$ cat src/design/cylindrical_sor_node_relax_defines.svh
// assertion macros shared by the cylindrical relaxation node design
`ifndef CYLINDRICAL_SOR_NODE_RELAX_DEFINES_SVH
`define CYLINDRICAL_SOR_NODE_RELAX_DEFINES_SVH

// condition holds in the same cycle
`define CSOR_ASSERT_NOW(lbl, pre, post, msg) \
  lbl: assert property (@(posedge clk) disable iff (rst) (pre) |-> (post)) else $error(msg);

// condition holds in the next cycle
`define CSOR_ASSERT_NEXT(lbl, pre, post, msg) \
  lbl: assert property (@(posedge clk) disable iff (rst) (pre) |=> (post)) else $error(msg);

`endif

$ cat src/design/csor_pkg.sv
// types, constants and step program of the cylindrical relaxation node design
`timescale 1ns / 1ps
package csor_pkg;

  localparam int VW     = 48;
  localparam int FB     = 24;
  localparam int IDX_W  = 12;
  localparam int NODES  = 1 << IDX_W;
  localparam int CNT_W  = IDX_W + 1;
  localparam int RF_W   = 26;
  localparam int CFG_W  = VW;
  localparam int CIDX_W = 2;

  localparam int IN_BITS  = IDX_W + 1 + 3 * VW + 4 * (VW - 1) + 1;
  localparam int IN_W     = ((IN_BITS + 7) / 8) * 8;
  localparam int OUT_BITS = VW + 2;
  localparam int OUT_W    = ((OUT_BITS + 7) / 8) * 8;

  localparam logic [1:0] REQ_WRITE    = 2'd0;
  localparam logic [1:0] REQ_RELAX    = 2'd1;
  localparam logic [1:0] REQ_READ     = 2'd2;
  localparam logic [1:0] REQ_READ_ALT = 2'd3;

  localparam logic [CIDX_W-1:0] CFG_COLUMNS = 2'd0;
  localparam logic [CIDX_W-1:0] CFG_NODES   = 2'd1;
  localparam logic [CIDX_W-1:0] CFG_DENSITY = 2'd2;
  localparam logic [CIDX_W-1:0] CFG_RELAX   = 2'd3;

  typedef enum logic [1:0] {
    OP_ADD = 2'd0,
    OP_SUB = 2'd1,
    OP_MUL = 2'd2,
    OP_DIV = 2'd3
  } alu_op_t;

  typedef enum logic [4:0] {
    SRC_OWN, SRC_PRM, SRC_PRP, SRC_PZM, SRC_PZP,
    SRC_DRM, SRC_DRP, SRC_DZM, SRC_DZP,
    SRC_IMP, SRC_RAD, SRC_ONE, SRC_DS, SRC_RF,
    SRC_SR, SRC_SZ, SRC_ACC, SRC_DEN, SRC_X, SRC_Y, SRC_E
  } src_t;

  typedef enum logic [2:0] {
    DST_SR, DST_SZ, DST_ACC, DST_DEN, DST_X, DST_Y, DST_E, DST_RES
  } dst_t;

  typedef struct packed {
    alu_op_t op;
    src_t    a;
    src_t    b;
    dst_t    dst;
  } step_t;

  typedef struct packed {
    logic    start;
    alu_op_t op;
  } alu_ctl_t;

  typedef struct packed {
    logic busy;
    logic done;
    logic sat;
  } alu_stat_t;

  localparam int STEP_W = 6;
  localparam logic [STEP_W-1:0] STEP_EST   = 6'd30;
  localparam logic [STEP_W-1:0] STEP_RELAX = 6'd31;
  localparam logic [STEP_W-1:0] STEP_LAST  = 6'd33;

  // estimate program, then the over-relaxation tail
  function automatic step_t step_rom(input logic [STEP_W-1:0] s);
    step_t r;
    case (s)
      6'd0:    r = '{OP_ADD, SRC_DRM, SRC_DRP, DST_SR};
      6'd1:    r = '{OP_ADD, SRC_DZM, SRC_DZP, DST_SZ};
      6'd2:    r = '{OP_MUL, SRC_DS,  SRC_IMP, DST_ACC};
      6'd3:    r = '{OP_SUB, SRC_PRP, SRC_PRM, DST_X};
      6'd4:    r = '{OP_DIV, SRC_X,   SRC_SR,  DST_X};
      6'd5:    r = '{OP_DIV, SRC_X,   SRC_RAD, DST_X};
      6'd6:    r = '{OP_ADD, SRC_ACC, SRC_X,   DST_ACC};
      6'd7:    r = '{OP_DIV, SRC_PRP, SRC_DRP, DST_X};
      6'd8:    r = '{OP_DIV, SRC_PRM, SRC_DRM, DST_Y};
      6'd9:    r = '{OP_ADD, SRC_X,   SRC_Y,   DST_X};
      6'd10:   r = '{OP_ADD, SRC_X,   SRC_X,   DST_X};
      6'd11:   r = '{OP_DIV, SRC_X,   SRC_SR,  DST_X};
      6'd12:   r = '{OP_ADD, SRC_ACC, SRC_X,   DST_ACC};
      6'd13:   r = '{OP_DIV, SRC_PZP, SRC_DZP, DST_X};
      6'd14:   r = '{OP_DIV, SRC_PZM, SRC_DZM, DST_Y};
      6'd15:   r = '{OP_ADD, SRC_X,   SRC_Y,   DST_X};
      6'd16:   r = '{OP_ADD, SRC_X,   SRC_X,   DST_X};
      6'd17:   r = '{OP_DIV, SRC_X,   SRC_SZ,  DST_X};
      6'd18:   r = '{OP_ADD, SRC_ACC, SRC_X,   DST_ACC};
      6'd19:   r = '{OP_DIV, SRC_ONE, SRC_DRM, DST_X};
      6'd20:   r = '{OP_DIV, SRC_ONE, SRC_DRP, DST_Y};
      6'd21:   r = '{OP_ADD, SRC_X,   SRC_Y,   DST_X};
      6'd22:   r = '{OP_ADD, SRC_X,   SRC_X,   DST_X};
      6'd23:   r = '{OP_DIV, SRC_X,   SRC_SR,  DST_DEN};
      6'd24:   r = '{OP_DIV, SRC_ONE, SRC_DZP, DST_X};
      6'd25:   r = '{OP_DIV, SRC_ONE, SRC_DZM, DST_Y};
      6'd26:   r = '{OP_ADD, SRC_X,   SRC_Y,   DST_X};
      6'd27:   r = '{OP_ADD, SRC_X,   SRC_X,   DST_X};
      6'd28:   r = '{OP_DIV, SRC_X,   SRC_SZ,  DST_X};
      6'd29:   r = '{OP_ADD, SRC_DEN, SRC_X,   DST_DEN};
      6'd30:   r = '{OP_DIV, SRC_ACC, SRC_DEN, DST_E};
      6'd31:   r = '{OP_SUB, SRC_E,   SRC_OWN, DST_X};
      6'd32:   r = '{OP_MUL, SRC_RF,  SRC_X,   DST_X};
      6'd33:   r = '{OP_ADD, SRC_X,   SRC_OWN, DST_RES};
      default: r = '{OP_ADD, SRC_X,   SRC_OWN, DST_RES};
    endcase
    return r;
  endfunction

endpackage

$ cat src/design/csor_alu.sv
// shared saturating fixed-point unit: add, subtract, bit-serial multiply and divide
`timescale 1ns / 1ps
module csor_alu (
  input  logic                   clk,
  input  logic                   rst,
  input  csor_pkg::alu_ctl_t     ctl,
  input  logic [csor_pkg::VW-1:0] a,
  input  logic [csor_pkg::VW-1:0] b,
  output csor_pkg::alu_stat_t    stat,
  output logic [csor_pkg::VW-1:0] result
);
  import csor_pkg::*;

  localparam int MW = 2 * VW;
  localparam int DW = VW + FB;
  localparam int CW = $clog2(DW + 1);

  logic [VW-1:0] mag_a, mag_b;
  logic          neg_ab;
  logic [VW:0]   ext_a, ext_b, sum;
  logic [VW-1:0] sum_sat;
  logic          sum_ovf;

  logic          busy, done, sat, is_div, neg;
  logic [CW-1:0] cnt;
  logic [VW-1:0] mx, my, dd, rem;
  logic [MW-1:0] macc;
  logic [DW-1:0] dn, q;

  logic [VW:0]   remsh, remsub;
  logic          ge;
  logic [VW-1:0] lim, fin_mag, fin_val;
  logic          fin_over;

  localparam logic [VW-1:0] VMAX = {1'b0, {(VW-1){1'b1}}};
  localparam logic [VW-1:0] VMIN = {1'b1, {(VW-1){1'b0}}};

  assign mag_a  = a[VW-1] ? (~a + 1'b1) : a;
  assign mag_b  = b[VW-1] ? (~b + 1'b1) : b;
  assign neg_ab = a[VW-1] ^ b[VW-1];

  assign ext_a   = {a[VW-1], a};
  assign ext_b   = {b[VW-1], b};
  assign sum     = (ctl.op == OP_SUB) ? (ext_a - ext_b) : (ext_a + ext_b);
  assign sum_ovf = sum[VW] != sum[VW-1];
  assign sum_sat = sum_ovf ? (sum[VW] ? VMIN : VMAX) : sum[VW-1:0];

  // one quotient bit per cycle
  assign remsh  = {rem, dn[DW-1]};
  assign ge     = remsh >= {1'b0, dd};
  assign remsub = remsh - {1'b0, dd};

  // magnitude limit depends on the sign of the result
  assign lim = neg ? VMIN : VMAX;

  always_comb begin
    if (is_div) begin
      fin_over = (|q[DW-1:VW]) || (q[VW-1:0] > lim);
      fin_mag  = fin_over ? lim : q[VW-1:0];
    end else begin
      fin_over = (|macc[MW-1:FB+VW]) || (macc[FB+VW-1:FB] > lim);
      fin_mag  = fin_over ? lim : macc[FB+VW-1:FB];
    end
    fin_val = (neg && fin_mag != '0) ? (~fin_mag + 1'b1) : fin_mag;
  end

  always_ff @(posedge clk) begin
    if (rst) begin
      busy <= 1'b0;
      done <= 1'b0;
    end else begin
      done <= 1'b0;
      if (!busy) begin
        if (ctl.start) begin
          case (ctl.op)
            OP_ADD, OP_SUB: begin
              result <= sum_sat;
              sat    <= sum_ovf;
              done   <= 1'b1;
            end
            OP_MUL: begin
              busy   <= 1'b1;
              is_div <= 1'b0;
              neg    <= neg_ab;
              cnt    <= CW'(VW);
              mx     <= mag_a;
              my     <= mag_b;
              macc   <= '0;
            end
            OP_DIV: begin
              if (mag_a == '0) begin
                result <= '0;
                sat    <= 1'b0;
                done   <= 1'b1;
              end else if (mag_b == '0) begin
                result <= a[VW-1] ? VMIN : VMAX;
                sat    <= 1'b1;
                done   <= 1'b1;
              end else begin
                busy   <= 1'b1;
                is_div <= 1'b1;
                neg    <= neg_ab;
                cnt    <= CW'(DW);
                dn     <= {mag_a, {FB{1'b0}}};
                dd     <= mag_b;
                rem    <= '0;
                q      <= '0;
              end
            end
            default: begin
              done <= 1'b1;
            end
          endcase
        end
      end else if (cnt != '0) begin
        cnt <= cnt - 1'b1;
        if (is_div) begin
          rem <= ge ? remsub[VW-1:0] : remsh[VW-1:0];
          q   <= {q[DW-2:0], ge};
          dn  <= {dn[DW-2:0], 1'b0};
        end else begin
          macc <= {macc[MW-2:0], 1'b0} + (my[VW-1] ? {{VW{1'b0}}, mx} : {MW{1'b0}});
          my   <= {my[VW-2:0], 1'b0};
        end
      end else begin
        busy   <= 1'b0;
        done   <= 1'b1;
        result <= fin_val;
        sat    <= fin_over;
      end
    end
  end

  assign stat = '{busy: busy, done: done, sat: sat};

endmodule

$ cat config.mk
export PLATFORM = sky130hd
export DESIGN_NAME = csor_alu
export DESIGN_NICKNAME = d
export VERILOG_FILES = /design/src/design/cylindrical_sor_node_relax_defines.svh /design/src/design/csor_pkg.sv /design/src/design/csor_alu.sv
export SDC_FILE = /design/constraint.sdc
export NUM_CORES = 1
export LEC_CHECK = 0
export BUFFER_PORTS_ARGS = -buffer_cell sky130_fd_sc_hd__buf_2
export CAP_MARGIN = 20
export CORE_MARGIN = 2
export CORE_UTILIZATION = 50
export DETAILED_ROUTE_END_ITERATION = 6
export GPL_ROUTABILITY_DRIVEN = 0
export HOLD_SLACK_MARGIN = 0.02
export PLACE_DENSITY = 0.72
export SLEW_MARGIN = 30
export SYNTH_ARGS = -nofsm -noshare
export SYNTH_HDL_FRONTEND = slang
export SYNTH_SLANG_ARGS = --single-unit
$ cat constraint.sdc
create_clock -name clk -period 10.4 [get_ports clk]
set_clock_uncertainty 0.1 [all_clocks]
set_input_delay 0.52 -clock clk [delete_from_list [all_inputs] [get_ports clk]]
set_output_delay 0.52 -clock clk [all_outputs]
set_load 0.05 [all_outputs]
== Word-level counts from Yosys, hierarchy flattened ==
Cells that the tools add are included.
Word-level totals
  logic and storage cells: 153
  register bits after elaboration: 492
  output and inout bits: 51
  input port bits: 101
Operators by class
  add/sub/neg operators: 8
  bitwise operators: 8
  $lt $le $gt $ge: 3
  muxes and demuxes: 81
  equality and inequality tests: 15
  reduce and logical (&&, ||, !) cells: 24
Operators with widths (number)
  $mux 48: 29
  $mux 72: 14
  $mux 96: 5
  $add 48x1->48 const B: 3
  $not 48->48: 3
  $add 96x48->96: 1
  $gt 48x48->1: 2
  $logic_not 48->1: 2
  $pmux 48 s2: 1
  $add 48x48->49: 1
  $ge 49x48->1: 1
  $mux 49: 1
  $sub 48x48->49: 1
  $reduce_bool 48->1: 1
  $reduce_or 24->1: 2
  $sub 48x48->48: 1
  $mux 7: 5
  $mux 1: 20
  $reduce_and 6->1: 3
  $pmux 7 s2: 1
  $ne 2x2->1 const B: 6
  $pmux 1 s2: 5
  $reduce_and 5->1: 2
  $reduce_bool 2->1: 4
  17 further kinds: 25

== Depth between registers and ports, before layout ==
  depth in word-level cells: 10
  depth in mapped cells: 25
  mapped depth without buffers: 22

== Least setup slack after synthesis ==
No wires, ideal clock.
  kind: input -> register
  from: in b[16] (netlist bit)
  to: reg dn[24], enable pin
  buffers on the path: 1
  stages: 18
  data arrival time: 7851 ps
  data required time: 9758 ps
  setup slack: 1907 ps
  setup time: 542 ps
  cell sequence: clkbuf_1 > or4_1 > or3_4 > or4_1 > nor4_1 > nand2_1 > or3_1 > nor3_1 > ha_1 > or4_1 > nor4_1 > nand4b_1 > nor4_1 > nand4_1 > nor3_1 > a31oi_1 > and2_1 > o21a_1
Between the ends
  longest elaborated chain between the ends: 6
Ends and longest elaborated chain
  from (decl): RTL line csor_alu.sv:8  | input logic [csor_pkg::VW-1:0] b,
  $not 48->48: RTL line csor_alu.sv:39  | assign mag_b = b[VW-1] ? (~b + 1'b1) : b;
  $add 48x1->48: RTL line csor_alu.sv:39
  $mux 48: RTL line csor_alu.sv:39
  via mag_b[47]: RTL line csor_alu.sv:18  | logic [VW-1:0] mag_a, mag_b;
  $logic_not 48->1: RTL line csor_alu.sv:95  | end else if (mag_b == '0) begin
  $ne 2x2->1 (no source line)
  $reduce_and 7->1 (no source line)
  to (signal assigned): RTL line csor_alu.sv:104  | dn <= {mag_a, {FB{1'b0}}};
  to (signal assigned): RTL line csor_alu.sv:120  | dn <= {dn[DW-2:0], 1'b0};
  to (decl): RTL line csor_alu.sv:28  | logic [DW-1:0] dn, q;
The timed path passes the listed nets, and every way through them passes these cells.
A chain may end at the register's enable or synchronous reset.

== Final worst setup path ==
  from: reg neg
  to: reg result[29] (netlist bit), data pin
Between the ends
  longest elaborated chain between the ends: 10
  elaborated cells between the ends (all ways): 15
  those cells by class: 1 x add/sub; 2 x order compare; 7 x mux; 1 x bitwise; 4 x reduce/logical
Ends and longest elaborated chain
  from (decl): RTL line csor_alu.sv:24  | logic busy, done, sat, is_div, neg;
  from (signal assigned): RTL line csor_alu.sv:84  | neg <= neg_ab;
  from (signal assigned): RTL line csor_alu.sv:102  | neg <= neg_ab;
  $mux 48: RTL line csor_alu.sv:54  | assign lim = neg ? VMIN : VMAX;
  $gt 48x48->1 (on tied branches): RTL line csor_alu.sv:61, csor_alu.sv:58
  $logic_or 1x1->1 (on tied branches): RTL line csor_alu.sv:61, csor_alu.sv:58
  $mux 48 (on tied branches): RTL line csor_alu.sv:62, csor_alu.sv:59
  $mux 48: RTL line csor_alu.sv:57  | if (is_div) begin
  $not 48->48 or $reduce_bool 48->1 (tied branches): RTL line csor_alu.sv:64  | fin_val = (neg && fin_mag != '0) ? (~fin_mag + 1'b1) : fin_mag;
  $add 48x1->48 or $logic_and 1x1->1 (tied branches): RTL line csor_alu.sv:64
  $mux 48 (*): RTL line csor_alu.sv:64
  $mux 48 (*): RTL line csor_alu.sv:115  | end else if (cnt != '0) begin
  $mux 48 (*): RTL line csor_alu.sv:73  | if (!busy) begin
  to (signal assigned): RTL line csor_alu.sv:77  | result <= sum_sat;
  to (signal assigned): RTL line csor_alu.sv:96  | result <= a[VW-1] ? VMIN : VMAX;
  to (signal assigned): RTL line csor_alu.sv:128  | result <= fin_val;
  to (decl): RTL line csor_alu.sv:10  | output logic [csor_pkg::VW-1:0] result
Every way passes the cells marked *; elsewhere a longest branch is shown, timed or not. The select of a mux whose other input is x is not followed.

==> results.yml <==
status:
  status: "complete, no violations"
synth:
  yosysTopAreaCell: "edfxtp_1"
  synth_xor_area_share_pct: 7.54
  synthMuxAreaShare_pct: 3.73
  synth_seq_cells: 468
  synth_top_area_share_pct: 40.4
  synth_cell_types: 90
  synth-compound-area-share_pct: 18.8
  avgSynthCellArea_um2: 9.72
  async_flop_share_pct: 0
  syn_area_mm2: 0.0346
  synth_cells: 3564
  synthSimpleGateAreaFrac_pct: 17.1
  syn_nets: 3912
  synth_top_family_by_area: "compound AO/OA/AOI/OAI gates"
  ys.flop_type: "edfxtp_1"
  yosysSeqAreaShare_pct: 40.5
  ys.warnings.count: 0
  synthTopCellsByArea: "edfxtp_1 40%, ha_1 8.8%, xnor2_1 4.5%, a21oi_1 3.9%, mux2_2 3.1%"
  synth_fa_ha_area_share_pct: 9.02
  synth_edf_count: 466
drt:
  drtIter0Drc: 3394
  ant_nets: 0
  drt_pass1_iterations: 6
  vias: 28938
  route.met2.wl_um: 44800
  wl_met3_um: 11300
  drt-met1-wl_um: 42700
  drc: 0
  drt-vias-per-instance: 6.26
  dr.max_layer_used: "met5"
  wl_per_cell_um: 22.0
  finalWirelength_um: 102000
hold_path:
  hold_path_class: "input pin to register"
floorplan:
  die-area_mm2: 0.0714
  coreArea_mm2: 0.0686
  start_util_pct: 50.5
  row_count: 96
  die_y_um: 267
  die_x_um: 267
  boundaryPins: 152
pwr:
  power.density_mw_per_mm2: 144
  ir_drop_mv: 0.132
  p_leak_nw: 14.7
timing:
  period_minus_slack_ns: 7.19
  tightest_slew_ns: 0.986
  finalHoldViolCount: 0
  maxSlewHeadroom_pct: 33.4
  min_period_over_period_pct: 69.2
  grt_setup_unrepaired: "false"
  finalMaxSlewViolations: 0
  max_freq_mhz: 139
  fin_ws_ns: 3.21
  final-setup-viol-count: 0
  tns_ns: 0
clock_tree:
  cts.clk_slew.worst_paths_ns: 0.07
  htreeDepth: 2
  cts_hold_buf: 0
  cts.sinks: 468
  cts_resized: 0
  post_cts_buffers: 0
  cts_buffer_depth: 3
  clock-root-buffer: "clkbuf_16"
  worstSkewPairLatency_ns: 0.63
  cts_tree: "yes"
  cts_buffers: 52
critical_path:
  critPathKind: "register to register"
  arrival_ns: 7.48
  critPathLaunchType: "register"
  required_ns: 10.68
  setup.worst_path.end_class: "register"
  worstPathMaxFanout: 86
global_routing:
  grt_max_degree: 100
  antenna_found_initial: 31
  overflow: 0
  grt_usage_pct: 27.8
  grt_first_pass_wirelength_um: 154000
  first_global_vias: 26324
cells_and_area:
  final_nets: 3985
  fillCellCount: 6021
  drive_above_1_share_pct: 11.8
  areaGrowthSynthToFinish_pct: 10.9
  final_common_cell: "edfxtp_1"
  final_cell_mix: "466 x edfxtp_1, 283 x nor2_1, 271 x a21oi_1"
place:
  io_buffers: 151
  dp_hpwl_um: 75100
  place_ws_ns: 3.24
job:
  drv_cap: 0
==> cells by family (layout without fill, tap and decap cells) <==
family | after synthesis | after routing
DFF | 468 | 468
AOI/OAI and AO/OA | 986 | 986
and+or+nand+nor | 1149 | 1149
other | 0 | 14
buffers and inverters | 300 | 416
muxes | 117 | 117
xor gates and xnor gates | 296 | 296
adders and majority gates | 248 | 248
==> flip-flops by register name, indices dropped and copies added (netlist names) <==
signal  flops
busy        1
cnt         7
dd         48
dn         48
done        1
is_div      1
macc       96
mx         48
my         48
neg         1
q          72
rem        48
result     48
sat         1
==> final timing paths <==
check	from	endpoint	slack (ns)	depth (start not counted)
worst max-delay path	neg	result[29]	3.21	18
worst min-delay path	a[0]	mx[0]	0.05	1
worst max register to register	neg	result[29]	3.21	18
worst min register to register	my[28]	my[29]	0.44	1
==> routing by layer <==
layer	up-vias	GRT usage [%]
li1	13591	-
met1	13826	38.6
met2	1311	43.0
met3	184	7.13
met4	26	7.76
met5	-	0
==> synth_stat cells (all sizes together) (23+ instances only) <==
master / number
inv: 131
nor2: 287
a221o: 23
ha: 244
a31oi: 40
a21o: 99
or3: 48
nand4: 62
o22ai: 29
xor2: 116
nand2: 227
nand3: 69
o21ai: 191
nor3: 67
o31ai: 61
mux2: 96
nand2b: 48
nor2b: 26
o21bai: 23
and2: 141
o21a: 34
nor4: 33
xnor2: 180
a21oi: 273
and3: 40
edfxtp: 466
clkbuf: 152
==> critical path: stages (launching register included) <==
cell,delay (ns)
edfxtp_1,0.72
buf_12,0.42
ha_1,0.25
and4_1,0.23
nand3_1,0.10
nor3_1,0.29
nand3_1,0.44
a31o_2,0.49
or3_2,0.70
buf_4,0.35
o221ai_1,0.73
inv_1,0.14
ha_1,0.35
nor4b_2,0.21
buf_4,0.21
and3_1,0.27
a311o_1,0.36
xor2_1,0.15
a221o_1,0.36
==> stage by stage <==
| stage | std cells | hold slack [ns] | instance area [µm²] | util, % | power [W] |
|---|---|---|---|---|---|
| after global placement | 4512 | 0.426 | 36300 | 52.9 | 0.00330 |
| after detailed placement | 4513 | 0.433 | 36300 | 52.9 | 0.00331 |
| after floorplan | 3564 | 0.423 | 34600 | - | 0.00298 |
| after CTS | 4610 | 0.0270 | 38300 | 55.9 | 0.00552 |
| after global routing | 4619 | 0.0588 | 38400 | 56.0 | 0.00570 |
| final | 4625 | 0.0461 | 38400 | 56.0 | 0.00553 |
==> final cells by class <==
cell class | instances | area [µm²] | area share [%]
multi-input cells | 2796 | 19600 | 50.9
flip-flops and latches | 468 | 14000 | 36.6
clock buffers | 56 | 1340 | 3.48
well taps | 931 | 1160 | 3.03
repair buffers | 187 | 1060 | 2.77
clock inverters | 41 | 706 | 1.84
inverters | 132 | 503 | 1.31
diodes | 14 | 35.0 | 0.0912
==> report_power, final <==
part	switching [W]	total (W)	internal, W
Clock	0.000830	0.00221	0.00138
Combinational	0.000692	0.00108	0.000391
Sequential	0.0000505	0.00223	0.00218
Note: power is estimated with default switching activity, not from simulation.
